### src/rtl/core/srbs_pkg.sv
// Shared types and constants for the sorted record table search unit.
`timescale 1ns / 1ps

package srbs_pkg;

    localparam int TABLE_DEPTH = 16;
    localparam int IDX_W       = $clog2(TABLE_DEPTH);
    localparam int CNT_W       = $clog2(TABLE_DEPTH + 1);
    localparam int KEY_W       = 32;
    localparam int ATTR_W      = 16;

    typedef enum logic [1:0] {
        OP_CLEAR  = 2'd0,
        OP_APPEND = 2'd1,
        OP_LOOKUP = 2'd2,
        OP_NONE   = 2'd3
    } op_t;

    typedef enum logic [1:0] {
        ST_DONE  = 2'd0,
        ST_FULL  = 2'd1,
        ST_FOUND = 2'd2,
        ST_MISS  = 2'd3
    } status_t;

    typedef enum logic [1:0] {
        S_IDLE,
        S_READ,
        S_CMP
    } state_t;

    typedef struct packed {
        logic signed [KEY_W-1:0] key;
        logic [ATTR_W-1:0]       age;
        logic [ATTR_W-1:0]       height;
        logic [ATTR_W-1:0]       weight;
    } rec_t;

    localparam int REC_W = $bits(rec_t);

    // controller to datapath
    typedef struct packed {
        logic    clear;
        logic    append;
        logic    init;
        logic    rd_en;
        logic    step;
        logic    emit;
        status_t emit_status;
    } dp_cmd_t;

    // datapath to controller
    typedef struct packed {
        logic full;
        logic empty;
        logic key_eq;
    } dp_stat_t;

endpackage

### src/rtl/core/srbs_ram.sv
// Generic single-write, single-read RAM with registered read data.
`timescale 1ns / 1ps

module srbs_ram #(
    parameter int WIDTH = 8,
    parameter int DEPTH = 16
) (
    input  logic                     clk,
    input  logic                     we,
    input  logic [$clog2(DEPTH)-1:0] waddr,
    input  logic [WIDTH-1:0]         wdata,
    input  logic                     re,
    input  logic [$clog2(DEPTH)-1:0] raddr,
    output logic [WIDTH-1:0]         rdata
);

    logic [WIDTH-1:0] mem_reg [DEPTH];
    logic [WIDTH-1:0] rdata_reg;

    always_ff @(posedge clk)
    begin
        if (we)
        begin
            mem_reg[waddr] <= wdata;
        end
        if (re)
        begin
            rdata_reg <= mem_reg[raddr];
        end
    end

    assign rdata = rdata_reg;

endmodule

### src/rtl/core/srbs_dp.sv
// Datapath: record memory, fill count, search window and result registers.
`timescale 1ns / 1ps

module srbs_dp
    import srbs_pkg::*;
(
    input  logic                     clk,
    input  logic                     rst_n,
    input  dp_cmd_t                  cmd,
    output dp_stat_t                 stat,
    input  logic signed [KEY_W-1:0]  key_in,
    input  logic [ATTR_W-1:0]        age_in,
    input  logic [ATTR_W-1:0]        height_in,
    input  logic [ATTR_W-1:0]        weight_in,
    output logic                     done,
    output logic [1:0]               status,
    output logic signed [KEY_W-1:0]  key_out,
    output logic [ATTR_W-1:0]        age_out,
    output logic [ATTR_W-1:0]        height_out,
    output logic [ATTR_W-1:0]        weight_out
);

    logic [CNT_W-1:0]        fill_reg, fill_next;
    logic [CNT_W-1:0]        lo_reg, lo_next;
    logic [CNT_W-1:0]        lim_reg, lim_next;   // exclusive upper bound
    logic signed [KEY_W-1:0] want_reg;
    logic [CNT_W-1:0]        mid;
    logic                    done_reg;
    status_t                 status_reg;
    rec_t                    out_reg, out_next;
    rec_t                    wr_rec;
    rec_t                    rd_rec;
    logic                    key_gt;

    assign mid    = lo_reg + ((lim_reg - lo_reg - CNT_W'(1)) >> 1);
    assign key_gt = rd_rec.key > want_reg;

    assign stat.full   = (fill_reg == CNT_W'(TABLE_DEPTH));
    assign stat.empty  = (lo_reg >= lim_reg);
    assign stat.key_eq = (rd_rec.key == want_reg);

    assign wr_rec = '{key: key_in, age: age_in, height: height_in, weight: weight_in};

    srbs_ram #(
        .WIDTH(REC_W),
        .DEPTH(TABLE_DEPTH)
    ) u_ram (
        .clk  (clk),
        .we   (cmd.append),
        .waddr(fill_reg[IDX_W-1:0]),
        .wdata(wr_rec),
        .re   (cmd.rd_en),
        .raddr(mid[IDX_W-1:0]),
        .rdata(rd_rec)
    );

    always_comb
    begin
        fill_next = fill_reg;
        if (cmd.clear)
        begin
            fill_next = '0;
        end
        else if (cmd.append)
        begin
            fill_next = fill_reg + CNT_W'(1);
        end
    end

    always_comb
    begin
        lo_next  = lo_reg;
        lim_next = lim_reg;
        if (cmd.init)
        begin
            lo_next  = '0;
            lim_next = fill_reg;
        end
        else if (cmd.step)
        begin
            if (key_gt)
            begin
                lim_next = mid;
            end
            else
            begin
                lo_next = mid + CNT_W'(1);
            end
        end
    end

    always_comb
    begin
        out_next = '0;
        if (cmd.emit_status == ST_FOUND)
        begin
            out_next = rd_rec;
        end
    end

    always_ff @(posedge clk or negedge rst_n)
    begin
        if (!rst_n)
        begin
            fill_reg <= '0;
            lo_reg   <= '0;
            lim_reg  <= '0;
            done_reg <= 1'b0;
        end
        else
        begin
            fill_reg <= fill_next;
            lo_reg   <= lo_next;
            lim_reg  <= lim_next;
            done_reg <= cmd.emit;
        end
    end

    always_ff @(posedge clk)
    begin
        if (cmd.init)
        begin
            want_reg <= key_in;
        end
        if (cmd.emit)
        begin
            status_reg <= cmd.emit_status;
            out_reg    <= out_next;
        end
    end

    assign done       = done_reg;
    assign status     = status_reg;
    assign key_out    = out_reg.key;
    assign age_out    = out_reg.age;
    assign height_out = out_reg.height;
    assign weight_out = out_reg.weight;

    a_fill_bound: assert property (@(posedge clk) disable iff (!rst_n)
        fill_reg <= CNT_W'(TABLE_DEPTH))
        else $error("fill count beyond table depth");

    a_window: assert property (@(posedge clk) disable iff (!rst_n)
        lo_reg <= lim_reg && lim_reg <= CNT_W'(TABLE_DEPTH))
        else $error("search window out of range");

    a_zero_fields: assert property (@(posedge clk) disable iff (!rst_n)
        done_reg && status_reg != ST_FOUND |->
            out_reg.key == '0 && out_reg.age == '0 &&
            out_reg.height == '0 && out_reg.weight == '0)
        else $error("nonzero fields without a match");

endmodule

### src/rtl/core/srbs_ctrl.sv
// Controller: sequences table updates and binary search probes.
`timescale 1ns / 1ps

module srbs_ctrl
    import srbs_pkg::*;
(
    input  logic     clk,
    input  logic     rst_n,
    input  logic     start,
    input  op_t      op,
    input  dp_stat_t stat,
    output logic     busy,
    output dp_cmd_t  cmd
);

    state_t state_reg, state_next;
    logic   accept;

    assign busy   = (state_reg != S_IDLE);
    assign accept = start && !busy;

    always_ff @(posedge clk or negedge rst_n)
    begin
        if (!rst_n)
        begin
            state_reg <= S_IDLE;
        end
        else
        begin
            state_reg <= state_next;
        end
    end

    always_comb
    begin
        state_next = state_reg;
        unique case (state_reg)
            S_IDLE:
            begin
                if (accept && op == OP_LOOKUP)
                begin
                    state_next = S_READ;
                end
            end
            S_READ:
            begin
                state_next = stat.empty ? S_IDLE : S_CMP;
            end
            S_CMP:
            begin
                state_next = stat.key_eq ? S_IDLE : S_READ;
            end
            default:
            begin
                state_next = S_IDLE;
            end
        endcase
    end

    always_comb
    begin
        cmd = '{clear: 1'b0, append: 1'b0, init: 1'b0, rd_en: 1'b0,
                step: 1'b0, emit: 1'b0, emit_status: ST_DONE};
        unique case (state_reg)
            S_IDLE:
            begin
                if (accept)
                begin
                    unique case (op)
                        OP_CLEAR:
                        begin
                            cmd.clear = 1'b1;
                            cmd.emit  = 1'b1;
                        end
                        OP_APPEND:
                        begin
                            cmd.emit = 1'b1;
                            if (stat.full)
                            begin
                                cmd.emit_status = ST_FULL;
                            end
                            else
                            begin
                                cmd.append = 1'b1;
                            end
                        end
                        OP_LOOKUP:
                        begin
                            cmd.init = 1'b1;
                        end
                        OP_NONE:
                        begin
                            cmd.emit = 1'b1;
                        end
                        default:
                        begin
                            cmd.emit = 1'b1;
                        end
                    endcase
                end
            end
            S_READ:
            begin
                if (stat.empty)
                begin
                    cmd.emit        = 1'b1;
                    cmd.emit_status = ST_MISS;
                end
                else
                begin
                    cmd.rd_en = 1'b1;
                end
            end
            S_CMP:
            begin
                if (stat.key_eq)
                begin
                    cmd.emit        = 1'b1;
                    cmd.emit_status = ST_FOUND;
                end
                else
                begin
                    cmd.step = 1'b1;
                end
            end
            default:
            begin
                cmd.emit = 1'b0;
            end
        endcase
    end

    a_cmp_after_read: assert property (@(posedge clk) disable iff (!rst_n)
        state_reg == S_CMP |-> $past(state_reg) == S_READ)
        else $error("compare without a preceding probe");

    a_no_full_write: assert property (@(posedge clk) disable iff (!rst_n)
        cmd.append |-> !stat.full)
        else $error("write into a full table");

    a_one_effect: assert property (@(posedge clk) disable iff (!rst_n)
        $onehot0({cmd.clear, cmd.append, cmd.init, cmd.rd_en, cmd.step}))
        else $error("conflicting datapath commands");

endmodule

### src/rtl/core/sorted_record_table_binary_search_unit.sv
// Sorted record table with binary search lookup: top level.
`timescale 1ns / 1ps

// An item transfers on a clock edge with start high and busy low. For a
// lookup busy then holds until the result is produced; clear, append and the
// unused operation code leave busy low and raise done for one cycle in the
// cycle after the transfer. A lookup runs the binary search over the filled
// entries of a record memory with separate write and read ports and
// registered read: each probe passes through a read state and a compare
// state, and a search takes at most floor(log2(entries))+1 probes. done is a
// one-cycle strobe that the receiver cannot hold off, so results must be
// captured when it is high. Appends must arrive in ascending key order for
// lookups to find every key.

module sorted_record_table_binary_search_unit
    import srbs_pkg::*;
(
    input  logic                    clk,
    input  logic                    rst_n,
    input  logic                    start,
    output logic                    busy,
    input  logic [1:0]              operation,
    input  logic signed [KEY_W-1:0] key_in,
    input  logic [ATTR_W-1:0]       age_in,
    input  logic [ATTR_W-1:0]       height_in,
    input  logic [ATTR_W-1:0]       weight_in,
    output logic                    done,
    output logic [1:0]              status,
    output logic signed [KEY_W-1:0] key_out,
    output logic [ATTR_W-1:0]       age_out,
    output logic [ATTR_W-1:0]       height_out,
    output logic [ATTR_W-1:0]       weight_out
);

    dp_cmd_t  cmd;
    dp_stat_t stat;

    srbs_ctrl u_ctrl (
        .clk  (clk),
        .rst_n(rst_n),
        .start(start),
        .op   (op_t'(operation)),
        .stat (stat),
        .busy (busy),
        .cmd  (cmd)
    );

    srbs_dp u_dp (
        .clk       (clk),
        .rst_n     (rst_n),
        .cmd       (cmd),
        .stat      (stat),
        .key_in    (key_in),
        .age_in    (age_in),
        .height_in (height_in),
        .weight_in (weight_in),
        .done      (done),
        .status    (status),
        .key_out   (key_out),
        .age_out   (age_out),
        .height_out(height_out),
        .weight_out(weight_out)
    );

endmodule

### config.mk
export PLATFORM = sky130hd
export DESIGN_NAME = sorted_record_table_binary_search_unit
export DESIGN_NICKNAME = d
export VERILOG_FILES = /design/src/rtl/core/srbs_pkg.sv /design/src/rtl/core/srbs_ram.sv /design/src/rtl/core/srbs_dp.sv /design/src/rtl/core/srbs_ctrl.sv /design/src/rtl/core/sorted_record_table_binary_search_unit.sv
export SDC_FILE = /design/constraint.sdc
export NUM_CORES = 1
export LEC_CHECK = 0
export BUFFER_PORTS_ARGS = -buffer_cell sky130_fd_sc_hd__buf_2
export CORE_MARGIN = 3
export CORE_UTILIZATION = 58
export CTS_BUF_LIST = sky130_fd_sc_hd__clkbuf_8
export CTS_CLUSTER_DIAMETER = 100
export DETAILED_ROUTE_END_ITERATION = 10
export MAX_ROUTING_LAYER = met4
export PLACE_DENSITY = 0.87
export SYNTH_ARGS = -nofsm -noshare
export SYNTH_HDL_FRONTEND = slang
export SYNTH_HIERARCHICAL = 1
export SYNTH_SLANG_ARGS = --single-unit
### constraint.sdc
create_clock -name clk -period 7.3 [get_ports clk]
set_input_delay 1.095 -clock clk [delete_from_list [all_inputs] [get_ports clk]]
set_output_delay 1.095 -clock clk [all_outputs]
set_load 0.01 [all_outputs]
; ---- After elaboration in Yosys (flattened, before gate mapping)
; Memory sizes are Yosys's and may differ from the RTL's. A register that Yosys moved wholly into a read port is not among the register bits.
; Index checks and enable logic that the tools add are counted.
[classes]
addsub = 5
eq_ne = 10
reduce_logical = 12
magnitude_cmp = 2
muxes = 32
[op_table]
columns = operator, count
row1 = 2-to-1 mux 5 bit, 8
row2 = == test 32 bit, 1
row3 = greater-than comparator 32 bit, 1
row4 = 2-to-1 mux 3 bit, 5
row5 = 2-to-1 mux 1 bit, 13
row6 = one-hot mux 2 bit (3 select lines), 2
row7 = adder 5 x 1 -> 5 bit (second input constant), 2
row8 = == test 2 bit (second input constant), 4
row9 = nonzero test 2 bit, 4
row10 = 2-to-1 mux 2 bit, 3
row11 = adder 5 x 4 -> 5 bit, 1
row12 = == test 5 bit (second input constant), 1
row13 = greater-or-equal comparator 5 bit, 1
row14 = subtractor 5 x 1 -> 5 bit (second input constant), 1
row15 = subtractor 5 bit, 1
row16 = == test 2 x 1 -> 1 bit (second input constant), 2
row17 = zero test 2 bit, 2
row18 = AND reduction 2 bit, 2
row19 = one-hot mux 1 bit (3 select lines), 1
row20 = OR reduction 3 bit, 1
row21 = logical AND 1 bit, 2
row22 = inequality test 2 x 1 -> 1 bit (second input constant), 1
row23 = inequality test 2 bit (second input constant), 1
row24 = zero test 1 bit, 1
[word_totals]
mem_count = 1
inputBits = 85
register_bits = 132
mem_bits_rw = 1280
[mem_list]
columns = name, depth, word_bits, read_ports, rd_clocked_by_memory_dff, wr, line_no
row1 = u_dp.u_ram.mem_reg, 16, 80, 1, 1, 1, srbs_ram.sv:17  ; logic [WIDTH-1:0] mem_reg [DEPTH];

; ---- Depth between registers and ports, before layout
[logic_depth]
depth_word = 7
ltp_mapped = 15

; ---- Cells and area by module
; Netlist, hierarchy kept.
[by_module_without_submodules]
columns = module, instances, seq_area_each_um2, area_per_inst_um2, cells_per_inst
row1 = srbs_ram, 1, 40839.2, 50223.2, 2054
row2 = srbs_dp, 1, 3823.7, 6052.1, 444
row3 = srbs_ctrl, 1, 50.0, 182.7, 19

; ---- Worst setup path before layout
; No wires, ideal clock.
[synth_timing]
path_kind = input-to-reg
from = input start
to = memory u_dp/u_ram/mem_reg[0][0] in the netlist's numbering, enable pin
arrival_time_ns = 7.867
required_time_ns = 6.684
setup_slack_ns = -1.183
setup_ns = 0.616
path_stages = 4
cell_sequence = or3b_4 -> nor4b_4 -> or3b_2 -> nor3_1
[synth_lines]
columns = item, line_no
row1 = start: declaration, sorted_record_table_binary_search_unit.sv:20  ; input logic start,
row2 = end: declaration, srbs_ram.sv:17

; ---- Worst setup path in the final report
[layout_timing]
from = register u_dp.lo_reg[0]
to = register u_dp.u_ram.rdata_reg[31], in the netlist u_dp/u_ram/rdata[31] (read register of u_dp.u_ram.mem_reg) (data pin)
[layout_via]
elab_chain_len = 3
word_cells_on_any_way = 6
classes_between = 3 x add/sub / 1 x order compare / 2 x mux
[layout_rtl]
columns = item, line_no
row1 = start: declaration, srbs_dp.sv:24  ; logic [CNT_W-1:0] lo_reg, lo_next;
row2 = start signal: assignment, srbs_dp.sv:113  ; lo_reg <= lo_next;
row3 = subtractor 5 bit, srbs_dp.sv:35  ; assign mid = lo_reg + ((lim_reg - lo_reg - CNT_W'(1)) >> 1);
row4 = subtractor 5 x 1 -> 5 bit, srbs_dp.sv:35
row5 = adder 5 x 4 -> 5 bit *, srbs_dp.sv:35
row6 = named net u_dp.mid[3], srbs_dp.sv:27  ; logic [CNT_W-1:0] mid;
row7 = end: declaration, srbs_ram.sv:18  ; logic [WIDTH-1:0] rdata_reg;
; Mark *: on every way through the listed nets, which the timed path passes. The rest lies on a longest branch.
; A chain may end at the register's enable or synchronous reset.

==> impl_summary.log <==
[metrics] Post-Synthesis Net Count: 2,651
[metrics] area enclosed by the die boundary: 101,000 sq um
[metrics] depth of the worst register-to-register path: 14
[metrics] Synth async-reset ratio: 0.0121
[metrics] hold violation count in the final report: 0
[metrics] overall routing resource usage: 0.273
[metrics] Worst Tran Pin Value: between 1000 and 1500 ps
[metrics] cell family with the largest share of critical-path delay: simple AND/OR/NAND/NOR gates
[metrics] total wirelength of the detailed-routed design: 132,000 um
[metrics] setup skew after layout: 49.0 ps
[metrics] CTS HTree Levels: 4
[metrics] total buffers and inverters traversed by the critical path: 4
[metrics] least setup slack across all paths after layout: slightly below 2000 ps
[metrics] Max stage delay cell, worst path: sky130_fd_sc_hd__nor2b_4
[metrics] Synth Register Bits: 1,492
[metrics] cell type with the largest total area after synthesis: sky130_fd_sc_hd__edfxtp_1
[metrics] mean post-synth cell area: 22.4 sq um
[metrics] clock tree from TritonCTS: done
[metrics] insertion delay to the later sink of the worst-skew pair: 880 ps
[metrics] pin count of the biggest net entering global routing: between 100 and 150
[metrics] count of cell types in the netlist: 59
[metrics] Fmax achieved: between 150 and 200 MHz
[metrics] clock buffers created by TritonCTS: 213
[metrics] number of synthesis warnings: 6
[metrics] Final ANT Viol Nets: 0
[metrics] clock sinks: 1,492
[metrics] first-pass GRT wire length: 197,000 um
[metrics] initial DRC count: about 3,700
[metrics] flip-flop count of the largest register, all copies and words added: 1,280
[metrics] Final Cycle Share: 0.735
[metrics] endpoint kind of the worst setup timing path: flop
[metrics] register clock-pin slew on the reported worst setup and hold paths: 70 ps
[metrics] DRT Pass-1 Iters: 6
[metrics] Setup Buffers After CTS: 0
[metrics] first element of the critical path: u_dp/lo_reg[0]$_DFFE_PN0P_
[metrics] overall via count from detail_route: between 20,000 and 30,000
[metrics] Most common cell on crit path: sky130_fd_sc_hd__inv_1
[metrics] number of standard cells in the layout, taps in and fillers out: ~4,300
[metrics] source of the worst register-to-register timing path: u_dp/lo_reg[0]$_DFFE_PN0P_
[metrics] Post-Syn Instances: 2,517
[metrics] half-perimeter wire length after detailed placement: 71,800 um
[metrics] fraction of post-synthesis cell area in the top cell type by area: 0.784
[metrics] combined area of all synthesized cells: about 56,000 sq um
[metrics] run status: complete, no violations
[metrics] maximum buffer depth of the clock tree: 3
[metrics] fraction of layout instances using a drive strength above 1: 0.280
[metrics] routed wire length per instance: 30.9 um
[metrics] overflow left after global routing: 0
[metrics] Nets: 2,961
[metrics] worst hold slack: 162 ps
[metrics] initial standard-cell utilization of the core: 0.590
[metrics] DRC violations left: 0
[metrics] boundary pin count: 169
[metrics] crit path cell chain: inv_1 -> ha_1 -> inv_1 -> fa_1 -> inv_1 -> a21o_1 -> a21oi_1 -> xnor2_1 -> ha_1 -> xnor2_1 -> nor2b_4 -> buf_4 -> a22oi_1 -> nand2_1
[metrics] Crit Path Max Fanout: 48
[metrics] layout filler cell count: 5,430
[metrics] Resize count post-CTS: 0
[metrics] post-synthesis sequential area ratio: 0.792
[metrics] CP required: between 8000 and 9000 ps
[metrics] largest stage delay on the critical path: 1110 ps
[metrics] number of global-route vias before repair: 29,800
[metrics] RSZ-0062 raised after global routing: false
[metrics] number of maximum-capacitance violations: 0
[metrics] Synth-to-Final Area Change: 11.5%
[metrics] accumulated negative setup slack: 0 ps
[metrics] type of the setup path with the least slack: reg2reg
[metrics] # port buffers: 168
[metrics] worst hold path class: in2async
[metrics] number of antenna violations at the first check in global routing: 20
[metrics] weighted congestion reported at the end of routability-driven placement: 0.785
[metrics] Reg2Reg Setup Slack: 1940 ps
[metrics] number of instances in the placed design: 3,877
[metrics] arrival time of data at the critical path endpoint: between 6000 and 7000 ps
[metrics] tightest slew margin relative to the limit: 0.0765
[metrics] Die Height: approximately 320 um
[metrics] Rows: 113
[metrics] predominant post-synthesis flop cell: sky130_fd_sc_hd__edfxtp_1
[metrics] number of hold buffers added after CTS: 0
[metrics] vias per std cell: 6.54
[metrics] Crit Reg-Reg Endpoint: u_dp/u_ram/rdata[31]$_DFFE_PP_
[metrics] clock tree root driver cell: sky130_fd_sc_hd__clkbuf_8
[metrics] worst setup slack before clock tree synthesis: 2230 ps
[metrics] startpoint kind of the worst setup timing path: flop
[metrics] post-layout min period: 5360 ps
[metrics] die boundary width: 318 um
[metrics] count of final setup violators: 0
[metrics] Slew Limit Fails: 0
[metrics] count of flip-flops with a built-in enable after synthesis: 1,474
[metrics] cell types with the largest area share after synthesis: sky130_fd_sc_hd__edfxtp_1 78%, sky130_fd_sc_hd__mux4_2 13%, sky130_fd_sc_hd__a22oi_1 2.1%
[metrics] core area: between 90,000 and 100,000 sq um
==> worst register-to-register path: stages (launching register included) <==
cell                      delay [ps]
sky130_fd_sc_hd__dfrtp_1         440
sky130_fd_sc_hd__inv_1           110
sky130_fd_sc_hd__ha_1            210
sky130_fd_sc_hd__inv_1            90
sky130_fd_sc_hd__fa_1            410
sky130_fd_sc_hd__inv_1            90
sky130_fd_sc_hd__a21o_1          120
sky130_fd_sc_hd__a21oi_1          80
sky130_fd_sc_hd__xnor2_1         130
sky130_fd_sc_hd__ha_1            310
sky130_fd_sc_hd__xnor2_1         850
sky130_fd_sc_hd__nor2b_4        1110
sky130_fd_sc_hd__buf_4           780
sky130_fd_sc_hd__a22oi_1         330
sky130_fd_sc_hd__nand2_1         150
==> cell usage after synthesis, types with 2 or more instances <==
cell type and count:
sky130_fd_sc_hd__buf_4 4, sky130_fd_sc_hd__mux2i_1 7, sky130_fd_sc_hd__nor3b_1 3, sky130_fd_sc_hd__xnor2_1 10
sky130_fd_sc_hd__nor2b_1 7, sky130_fd_sc_hd__nand2_1 92, sky130_fd_sc_hd__dfrtp_1 18, sky130_fd_sc_hd__edfxtp_1 1474
sky130_fd_sc_hd__nand2b_1 7, sky130_fd_sc_hd__a21oi_1 18, sky130_fd_sc_hd__o21ai_0 7, sky130_fd_sc_hd__and2_1 82
sky130_fd_sc_hd__buf_2 23, sky130_fd_sc_hd__nor3_1 5, sky130_fd_sc_hd__or3_1 2, sky130_fd_sc_hd__clkbuf_1 60
sky130_fd_sc_hd__a22oi_1 161, sky130_fd_sc_hd__o211ai_1 2, sky130_fd_sc_hd__ha_1 47, sky130_fd_sc_hd__inv_1 51
sky130_fd_sc_hd__nand4_1 10, sky130_fd_sc_hd__buf_1 17, sky130_fd_sc_hd__o21a_1 2, sky130_fd_sc_hd__nor2_1 25
sky130_fd_sc_hd__o2111ai_1 2, sky130_fd_sc_hd__nand3b_1 4, sky130_fd_sc_hd__a211oi_1 3, sky130_fd_sc_hd__a21o_1 4
sky130_fd_sc_hd__buf_6 13, sky130_fd_sc_hd__xor2_1 3, sky130_fd_sc_hd__nand3_1 6, sky130_fd_sc_hd__mux4_2 320
sky130_fd_sc_hd__fa_1 2
==> metal layers <==
| metal | wire length, um | vias to the layer above | track usage |
|---|---|---|---|
| met2 | 66400 | 2057 | 0.424 |
| met4 | 4560 | 0 | 0.113 |
| met3 | 14400 | 319 | 0.0595 |
| met5 | 0 | - | - |
| li1 | - | 11200 | - |
| met1 | 47100 | 14500 | 0.357 |
==> layout make-up <==
class,instances,area (sq um),share of cell area
Sequential cell,1492,44700,0.711
Multi-Input combinational cell,857,11200,0.178
Clock buffer,214,2950,0.0468
Tap cell,1265,1580,0.0252
Timing Repair Buffer,212,1310,0.0208
Clock inverter,180,967,0.0154
Inverter,51,199,0.00316
Antenna cell,17,42.5,0.000676
==> metrics by stage <==
stage / area, sq um / utilization
after global placement: 59000 / 0.616
after CTS: 62900 / 0.657
final: 62900 / 0.657
after floorplan: 56500 / -
after global routing: 62900 / 0.657
after detailed placement: 59000 / 0.616
==> worst max-delay path by stage <==
stage                                                     end  slack [ps]  cells past startpoint
after floorplan            u_dp/u_ram/mem_reg[1][0]$_DFFE_PP_         980                      4
after detailed placement       u_dp/u_ram/rdata[31]$_DFFE_PP_        2230                     14
after global placement    u_dp/u_ram/mem_reg[2][47]$_DFFE_PP_        2560                      6
final                          u_dp/u_ram/rdata[31]$_DFFE_PP_        1940                     14
after global routing           u_dp/u_ram/rdata[31]$_DFFE_PP_        1880                     14
after CTS                      u_dp/u_ram/rdata[31]$_DFFE_PP_        2080                     14
==> cells by family after synthesis <==
logic type,synth area share
muxes,0.129
DFF,0.792
adders and majority gates,0.0111
and+or+nand+nor,0.0242
buffers and inverters,0.0137
AOI/OAI and AO/OA,0.0279
xor gates and xnor gates,0.00202
==> cells in the final DEF, fill, tap and decap left out, types with 4 or more instances in the layout <==
cell | synthesis | layout
sky130_fd_sc_hd__o21ai_0 | 7 | 7
sky130_fd_sc_hd__nor3_4 | 1 | 5
sky130_fd_sc_hd__xnor2_1 | 10 | 10
sky130_fd_sc_hd__buf_12 | 0 | 11
sky130_fd_sc_hd__buf_2 | 23 | 168
sky130_fd_sc_hd__ha_1 | 47 | 46
sky130_fd_sc_hd__a21o_1 | 4 | 4
sky130_fd_sc_hd__inv_1 | 51 | 95
sky130_fd_sc_hd__nand3b_1 | 4 | 4
sky130_fd_sc_hd__clkinv_8 | 0 | 5
sky130_fd_sc_hd__nor2_1 | 25 | 11
sky130_fd_sc_hd__nand2_1 | 92 | 92
sky130_fd_sc_hd__a22oi_1 | 161 | 161
sky130_fd_sc_hd__nor2b_1 | 7 | 4
sky130_fd_sc_hd__nand2b_1 | 7 | 7
sky130_fd_sc_hd__nand4_1 | 10 | 10
sky130_fd_sc_hd__clkinvlp_4 | 0 | 4
sky130_fd_sc_hd__nand3_1 | 6 | 6
sky130_fd_sc_hd__clkinv_2 | 0 | 35
sky130_fd_sc_hd__mux2i_1 | 7 | 7
sky130_fd_sc_hd__clkinv_1 | 0 | 78
sky130_fd_sc_hd__and2_1 | 82 | 81
sky130_fd_sc_hd__buf_4 | 4 | 33
sky130_fd_sc_hd__bufinv_16 | 0 | 4
sky130_fd_sc_hd__clkbuf_8 | 0 | 214
sky130_fd_sc_hd__mux4_2 | 320 | 320
sky130_fd_sc_hd__a21oi_1 | 18 | 18
sky130_fd_sc_hd__diode_2 | 0 | 17
sky130_fd_sc_hd__dfrtp_1 | 18 | 18
sky130_fd_sc_hd__edfxtp_1 | 1474 | 1474
sky130_fd_sc_hd__nor2_4 | 0 | 14
Power is left out: the tool's default activity adds up to more than one toggle a clock period on the data nets, which glitch-free logic cannot reach.
